--- config.mk ---
export PLATFORM = sky130hd
export DESIGN_NAME = fp12_format_converter_top
export DESIGN_NICKNAME = d
export VERILOG_FILES = /design/src/hw/rtl/fp12c_pkg.sv /design/src/hw/rtl/fp12_format_converter_top.sv /design/src/hw/rtl/fp12c_core.sv
export SDC_FILE = /design/constraint.sdc
export NUM_CORES = 1
export LEC_CHECK = 0
export BUFFER_PORTS_ARGS = -buffer_cell sky130_fd_sc_hd__buf_2
export CAP_MARGIN = 20
export CORE_ASPECT_RATIO = 0.7
export CORE_MARGIN = 4
export CORE_UTILIZATION = 54
export CTS_CLUSTER_DIAMETER = 30
export DETAILED_ROUTE_END_ITERATION = 7
export GPL_TIMING_DRIVEN = 0
export PLACE_DENSITY = 0.82
export SLEW_MARGIN = 20
export SYNTH_ARGS = -nofsm -noshare
export SYNTH_HDL_FRONTEND = slang
export SYNTH_SLANG_ARGS = --single-unit
export TNS_END_PERCENT = 100
--- constraint.sdc ---
create_clock -name clk -period 9.4 [get_ports clk]
set_input_delay 0.94 -clock clk [delete_from_list [all_inputs] [get_ports clk]]
set_output_delay 0.94 -clock clk [all_outputs]
set_load 0.01 [all_outputs]
--- src/hw/rtl/fp12c_pkg.sv ---
// ============================================================================
// fp12c_pkg
// Shared codes and constants of the FP12 format converter.
// ============================================================================
package fp12c_pkg;

    localparam int REQ_W = 2;
    localparam logic [REQ_W-1:0] REQ_INT_TO_FP12   = 2'd0;
    localparam logic [REQ_W-1:0] REQ_FP12_TO_INT   = 2'd1;
    localparam logic [REQ_W-1:0] REQ_FLOAT_TO_FP12 = 2'd2;
    localparam logic [REQ_W-1:0] REQ_FP12_TO_FLOAT = 2'd3;

    localparam logic [15:0] FP12_NEG_SIGN     = 16'hf800;
    localparam logic [15:0] FP12_INT_MIN_CODE = 16'hffc0;
    localparam logic [31:0] F32_NAN_PAYLOAD   = 32'h0001ffff;
    localparam logic [31:0] INT_MIN_BITS      = 32'h80000000;

    // in: req 2, int 32, float 32, fp12 16 = 82 bits -> 88
    localparam int IN_DATA_W  = 88;
    // out: fp12 16, int 32, float 32 = 80 bits
    localparam int OUT_DATA_W = 80;

    typedef struct packed {
        logic [REQ_W-1:0] req_type;
        logic [31:0]      int_in;
        logic [31:0]      float_in;
        logic [15:0]      fp12_in;
    } req_t;

    typedef struct packed {
        logic [15:0] fp12_out;
        logic [31:0] int_out;
        logic [31:0] float_out;
    } res_t;

endpackage

--- src/hw/rtl/fp12_format_converter_top.sv ---
// ============================================================================
// fp12_format_converter_top
// Stream wrapper around the FP12 conversion logic.
// ============================================================================
// Takes one request per cycle while the output is not stalled: a transfer is
// registered, converted by one stage of combinational logic and held in an
// output register. The input register refills whenever the output register
// is free or being drained.
module fp12_format_converter_top
(
    input  logic                                clk,
    input  logic                                rst_n,
    input  logic                                s_tvalid,
    output logic                                s_tready,
    // req_type[1:0], int_in[33:2], float_in[65:34], fp12_in[81:66], zero pad
    input  logic [fp12c_pkg::IN_DATA_W-1:0]     s_tdata,
    output logic                                m_tvalid,
    input  logic                                m_tready,
    // fp12_out[15:0], int_out[47:16], float_out[79:48]
    output logic [fp12c_pkg::OUT_DATA_W-1:0]    m_tdata
);
    import fp12c_pkg::*;

    logic  in_vld_reg, in_vld_next;
    req_t  in_reg;
    logic  out_vld_reg, out_vld_next;
    res_t  out_reg;
    res_t  conv;
    logic  adv;

    fp12c_core u_core (.req(in_reg), .res(conv));

    // advance when output slot is empty or drained
    assign adv      = !out_vld_reg || m_tready;
    assign s_tready = !in_vld_reg || adv;

    always_comb
    begin
        in_vld_next  = s_tready ? s_tvalid : in_vld_reg;
        out_vld_next = adv ? in_vld_reg : out_vld_reg;
    end

    always_ff @(posedge clk or negedge rst_n)
    begin
        if (!rst_n)
        begin
            in_vld_reg  <= 1'b0;
            out_vld_reg <= 1'b0;
        end
        else
        begin
            in_vld_reg  <= in_vld_next;
            out_vld_reg <= out_vld_next;
        end
    end

    // hold payloads
    always_ff @(posedge clk)
    begin
        if (s_tready && s_tvalid)
        begin
            in_reg.req_type <= s_tdata[1:0];
            in_reg.int_in   <= s_tdata[33:2];
            in_reg.float_in <= s_tdata[65:34];
            in_reg.fp12_in  <= s_tdata[81:66];
        end
        if (adv && in_vld_reg) out_reg <= conv;
    end

    assign m_tvalid = out_vld_reg;
    assign m_tdata  = {out_reg.float_out, out_reg.int_out, out_reg.fp12_out};

    // a stalled result holds
    a_hold: assert property (@(posedge clk) disable iff (!rst_n)
        m_tvalid && !m_tready |=> m_tvalid && $stable(m_tdata))
        else $error("result changed under stall");
    // at most one result field is nonzero
    a_onefield: assert property (@(posedge clk) disable iff (!rst_n)
        m_tvalid |-> $countones({|out_reg.fp12_out, |out_reg.int_out,
                                 |out_reg.float_out}) <= 1)
        else $error("more than one result field set");
    // a full pipe with a stalled output refuses input
    a_full: assert property (@(posedge clk) disable iff (!rst_n)
        in_vld_reg && out_vld_reg && !m_tready |-> !s_tready)
        else $error("accepted into full pipe");

endmodule

--- src/hw/rtl/fp12c_core.sv ---
// ============================================================================
// fp12c_core
// Combinational conversion of one request into its result fields.
// ============================================================================
module fp12c_core
(
    input  fp12c_pkg::req_t req,
    output fp12c_pkg::res_t res
);
    import fp12c_pkg::*;

    // ---------------- integer to FP12 ----------------
    logic [31:0] i_mag;
    logic [4:0]  i_top;
    logic [31:0] i_norm;
    logic [6:0]  i_frac;
    logic        i_rb, i_sticky;
    logic [5:0]  i_exp;
    logic [15:0] i_res;

    always_comb
    begin
        i_mag = req.int_in[31] ? (~req.int_in + 32'd1) : req.int_in;
        i_top = 5'd0;
        for (int k = 1; k < 31; k++)
        begin
            if (i_mag[k]) i_top = 5'(k);
        end
        // left-justify so the leading one lands at bit 31
        i_norm   = i_mag << (5'd31 - i_top);
        i_frac   = {1'b0, i_norm[31:26]};
        i_rb     = i_norm[25];
        i_sticky = |i_norm[24:0];
        if (i_rb && (i_sticky || i_frac[0])) i_frac = i_frac + 7'd1;
        i_exp = 6'(i_top) + 6'd31;
        if (i_frac[6])
        begin
            i_exp  = i_exp + 6'd1;
            i_frac = i_frac >> 1;
        end
        i_res = (req.int_in[31] ? FP12_NEG_SIGN : 16'h0) | {5'd0, i_exp, i_frac[4:0]};
        if (req.int_in == 32'd0) i_res = 16'h0;
        else if (req.int_in == INT_MIN_BITS) i_res = FP12_INT_MIN_CODE;
    end

    // ---------------- FP12 to integer ----------------
    logic [5:0]  h_e;
    logic [4:0]  h_f;
    logic        h_neg;
    logic [31:0] h_n;
    logic [36:0] h_sig;

    always_comb
    begin
        h_e   = req.fp12_in[10:5];
        h_f   = req.fp12_in[4:0];
        h_neg = |req.fp12_in[15:11];
        // value = 1.f * 2^(e-31), p = e-31 in 0..30
        h_sig = '0;
        h_n   = 32'd0;
        if (h_e >= 6'd31)
        begin
            h_sig = {31'd0, 1'b1, h_f} << (h_e - 6'd31);
            h_n   = h_sig[36:5];
        end
        if (h_neg) h_n = ~h_n + 32'd1;
        if (h_e >= 6'd62) h_n = INT_MIN_BITS;
    end

    // ---------------- float to FP12 ----------------
    logic [7:0]  f_be;
    logic [23:0] f_full;
    logic [15:0] f_sign;
    logic [6:0]  f_frac;
    logic        f_rb, f_sticky;
    logic [4:0]  f_sh;
    logic [23:0] f_shd;
    logic [15:0] f_res;
    logic [5:0]  f_exp;

    always_comb
    begin
        f_be   = req.float_in[30:23];
        f_full = {1'b1, req.float_in[22:0]};
        f_sign = req.float_in[31] ? FP12_NEG_SIGN : 16'h0;
        f_sh = 5'd0; f_shd = '0; f_frac = '0; f_rb = 1'b0; f_sticky = 1'b0;
        f_exp = 6'(f_be - 8'd96);
        if (f_be > 8'd158)
            f_res = f_sign | {5'd0, 6'd63, 4'd0,
                              (f_be == 8'd255) && (|req.float_in[22:0])};
        else if (f_be < 8'd91)
            f_res = f_sign;
        else if (f_be > 8'd96)
        begin
            f_frac   = {1'b0, f_full[23:18]};
            f_sticky = |f_full[16:0];
            f_rb     = f_full[17];
            if (f_rb && (f_sticky || f_frac[0])) f_frac = f_frac + 7'd1;
            if (f_frac[6]) f_res = f_sign | {5'd0, f_exp + 6'd1, 5'd0};
            else           f_res = f_sign | {5'd0, f_exp, f_frac[4:0]};
        end
        else
        begin
            // s = 115 - be in 19..24
            f_sh     = 5'(8'd115 - f_be);
            f_shd    = f_full >> f_sh;
            f_rb     = f_full[f_sh - 5'd1];
            f_sticky = |(f_full & ((24'd1 << (f_sh - 5'd1)) - 24'd1));
            f_frac   = {1'b0, f_shd[5:0]};
            if (f_rb && (f_sticky || f_frac[0])) f_frac = f_frac + 7'd1;
            if (f_frac[5]) f_res = f_sign | 16'h0020;
            else           f_res = f_sign | {11'd0, f_frac[4:0]};
        end
    end

    // ---------------- FP12 to float ----------------
    logic [31:0] g_res;
    logic [31:0] g_sign;
    logic [2:0]  g_pos;
    logic [4:0]  g_rest;

    always_comb
    begin
        g_sign = h_neg ? INT_MIN_BITS : 32'd0;
        g_pos  = 3'd0;
        for (int k = 0; k < 5; k++)
        begin
            if (h_f[k]) g_pos = 3'(k);
        end
        g_rest = h_f & ((5'd1 << g_pos) - 5'd1);
        if (h_e == 6'd63)
            g_res = g_sign | {1'b0, 8'hff, 23'd0} | (|h_f ? F32_NAN_PAYLOAD : 32'd0);
        else if (h_e != 6'd0)
            g_res = g_sign | {1'b0, 8'(h_e) + 8'd96, h_f, 18'd0};
        else if (h_f == 5'd0)
            g_res = g_sign;
        else
            g_res = g_sign | {1'b0, 8'd92 + 8'(g_pos), 23'({g_rest, 18'd0}) << (3'd5 - g_pos)};
    end

    // ---------------- select ----------------
    always_comb
    begin
        res = '0;
        unique case (req.req_type)
            REQ_INT_TO_FP12:   res.fp12_out  = i_res;
            REQ_FP12_TO_INT:   res.int_out   = h_n;
            REQ_FLOAT_TO_FP12: res.fp12_out  = f_res;
            REQ_FP12_TO_FLOAT: res.float_out = g_res;
            default:           res = '0;
        endcase
    end

endmodule

==> metrics.txt <==
number of nets in the synthesized netlist 1725; MaxCap Viol Count 0; number of clock sinks approximately 140; summed instance area of the synthesized netlist 0.0134 mm2; number of enable-type register cells in the synthesized netlist 141; Final HPWL DP 36500 um; router iterations before antenna repair 6; upper clock frequency limit roughly 0.13 GHz; Top cell by count, worst path sky130_fd_sc_hd__buf_2; Max VDD drop 0.141 mV; wire per inst ~22 um; Total Power Consumption 2.35 mW; arrival time at the worst endpoint 8280 ps; leakage power 5.57 nW; Total GRT Usage 33.6%; power density of the placed cells 154 mW/mm2; number of buffers added to fix hold violations after cts 0; largest clock skew in the final design 14.5 ps; first-iteration detailed-routing DRC count 1935; clock latency on the worst-skew pair 450 ps; number of antenna diodes 0; setup repair after global routing missed its margin no; Slew Limit Fails 0; number of register bits inferred by synthesis 143; max incr delay on CP 620 ps; via count of the first global-routing pass ~13000; Slowest cell on crit path sky130_fd_sc_hd__nand4_1; first-pass GRT wire length 74200 um; CP delay by family, top simple AND/OR/NAND/NOR gates; run status finished clean; Setup Slack @ Placement 1820 ps; detailed-route wire length approximately 48000 um; Die Y-Extent roughly 140 um; sequential-to-total area share from yosys stat 31.9%; number of nets in the finished design 1913; CTS Root Cell sky130_fd_sc_hd__clkbuf_16; total via count after detailed routing between 10000 and 15000; number of gates resized after cts 0; Setup violations, final 0; Mapped Cells 1613; Cell variety after synth slightly above 100; fillers 2092; initial antenna violation count 0; clk buf depth 2; setup TNS after final layout 0 ps; Crit Path Class flip-flop to flip-flop; maximum number of pins on one net before global-route repair 58; most used cells in the layout excluding fill and tap cells sky130_fd_sc_hd__buf_2, sky130_fd_sc_hd__nor2_1, sky130_fd_sc_hd__edfxtp_1; worst-path fanout max 10; Post-Synthesis Mean Instance Area roughly 8.3 um2; count of nets left with antenna violations after detail routing 0; detailed-route DRC error count 0; boundary pin count 174; Fin. Hold Viols 0; Avg Vias per Cell around 6.8; leading cell type in the layout, fill and taps excluded sky130_fd_sc_hd__buf_2; required time at the worst-slack endpoint 9680 ps; share of the core filled with cells in the final layout 63.6%; Crit. End Element flip-flop; slew at the pin with the worst max-slew slack approximately 1200 ps; Critical Path Start Type flip-flop; H-tree levels 4; initial standard-cell utilization of the core 55.8%; final setup slack of the worst path 1400 ps; Area Overhead vs Synth 13.9%; clock input transition at the sequential cells of the worst setup and hold paths roughly 80 ps; number of buffers and inverters on the critical path 6; routability congestion estimate from global placement 0.998; x dimension of the die 196 um; Std-Cell Rows 47; number of buffers added by the clock tree synthesis step 17; Die Outline Area 0.0275 mm2; crit share post-route 85.1%; post-CTS setup repair buffer count 0; worst min path class input pin to asynchronous set/reset pin; sum of overflow across all layers after global routing 0; yosys warns 0; area inside the core boundary around 0.024 mm2; shortest clock period the worst path allows after layout 8000 ps; flip-flop count of the largest register after layout 82; CTS tree done; slew margin rel. 18.0%; layout cells sized above 1 17.8%; Post-synth ARST share 1.40%; most common flop cell mapped by yosys sky130_fd_sc_hd__edfxtp_1; number of buffers added on ports 166
==> area by class of cell <==
class | count | area [um2] | area share [%]
multi-input cells | 1290 | 8340 | 54.6
flip-flops and latches | 143 | 4280 | 28.0
repair buffers | 169 | 891 | 5.83
plain buffers | 148 | 696 | 4.55
clock buffers | 17 | 425 | 2.78
well taps | 318 | 398 | 2.60
clock inverters | 15 | 131 | 0.859
inverters | 32 | 123 | 0.802
==> synthesized netlist by cell type (7+ instances only) <==
cell type / instances / share of area (%)
sky130_fd_sc_hd__nor2_1: 166 / 4.6
sky130_fd_sc_hd__edfxtp_1: 141 / 32
sky130_fd_sc_hd__nand2_1: 132 / 3.7
sky130_fd_sc_hd__a21oi_1: 128 / 4.8
sky130_fd_sc_hd__o21ai_0: 115 / 4.3
sky130_fd_sc_hd__clkbuf_1: 90 / 2.5
sky130_fd_sc_hd__xnor2_1: 64 / 4.2
sky130_fd_sc_hd__nor3_1: 62 / 2.3
sky130_fd_sc_hd__nand3_1: 59 / 2.2
sky130_fd_sc_hd__mux2i_1: 39 / 2.9
sky130_fd_sc_hd__xor2_1: 33 / 2.2
sky130_fd_sc_hd__a211oi_1: 29 / 1.6
sky130_fd_sc_hd__inv_1: 29 / 0.81
sky130_fd_sc_hd__buf_4: 26 / 1.5
sky130_fd_sc_hd__nand4_1: 26 / 1.2
sky130_fd_sc_hd__nor4_1: 26 / 1.2
sky130_fd_sc_hd__or3_1: 25 / 1.2
sky130_fd_sc_hd__a31oi_1: 22 / 1.0
sky130_fd_sc_hd__buf_2: 22 / 0.82
sky130_fd_sc_hd__o211ai_1: 22 / 1.2
sky130_fd_sc_hd__ha_1: 20 / 1.9
sky130_fd_sc_hd__o22ai_1: 17 / 0.79
sky130_fd_sc_hd__nand2b_1: 16 / 0.75
sky130_fd_sc_hd__mux4_2: 15 / 2.5
sky130_fd_sc_hd__and3_1: 14 / 0.65
sky130_fd_sc_hd__nor2b_1: 14 / 0.65
sky130_fd_sc_hd__a21o_1: 13 / 0.73
sky130_fd_sc_hd__or4_1: 13 / 0.73
sky130_fd_sc_hd__o31ai_1: 12 / 0.67
sky130_fd_sc_hd__and2_1: 11 / 0.51
sky130_fd_sc_hd__o21a_1: 10 / 0.56
sky130_fd_sc_hd__a32oi_1: 9 / 0.59
sky130_fd_sc_hd__buf_1: 8 / 0.22
sky130_fd_sc_hd__mux2_2: 8 / 0.67
sky130_fd_sc_hd__nor3b_1: 8 / 0.45
sky130_fd_sc_hd__o2111ai_1: 7 / 0.46
sky130_fd_sc_hd__o41ai_1: 7 / 0.46
sky130_fd_sc_hd__or2_2: 7 / 0.33
==> through the flow <==
stage,hold slack [ps],instance area (um2),std cells
4_1_cts,257,15300,2132
3_5_place_dp,497,14700,2100
5_1_grt,253,15300,2132
2_1_floorplan,449,13400,1613
6_report,269,15300,2132
3_3_place_gp,471,14700,2097
==> per-layer routing <==
metal  global-route usage [%]  part of all wire [%]  routed length (um)  up-vias
li1                         -                     -                   -     6474
met1                     51.3                    43               20400     6765
met2                     47.0                    41               19500     1096
met3                     10.2                    14                6760      112
met4                     6.57                   1.9                 887        0
met5                        0                     0                   0        -
==> cell families after synthesis <==
kind of cell | count (synthesis) | share of synthesized area (%)
other cells | 1 | 0.0279
xor+xnor | 97 | 6.33
fa+ha+maj | 20 | 1.86
flops | 143 | 31.9
mux | 62 | 6.10
simple gates | 614 | 23.0
compound gates | 496 | 24.6
buf+inv | 180 | 6.10
==> power breakdown <==
part           switching (mW)  internal, mW
combinational           0.572         0.308
sequential             0.0313         0.760
clock                   0.330         0.347
==> path summary, 6_finish.rpt <==
kind | from | end | slack [ps] | cells after the start
max | in_reg[48]$_DFFE_PP_ | m_tdata[9]$_SDFFCE_PN0P_ | 1400 | 26
min | rst_n | m_tvalid$_DFFE_PN0P_ | 270 | 1
max reg2reg | in_reg[48]$_DFFE_PP_ | m_tdata[9]$_SDFFCE_PN0P_ | 1400 | 26
min reg2reg | in_vld_reg$_DFFE_PN0N_ | m_tvalid$_DFFE_PN0P_ | 520 | 1
max in group asynchronous | rst_n | in_vld_reg$_DFFE_PN0N_ | 9040 | 1
min in group clk | in_vld_reg$_DFFE_PN0N_ | m_tvalid$_DFFE_PN0P_ | 520 | 1
Power figures use the tool's default switching activity.
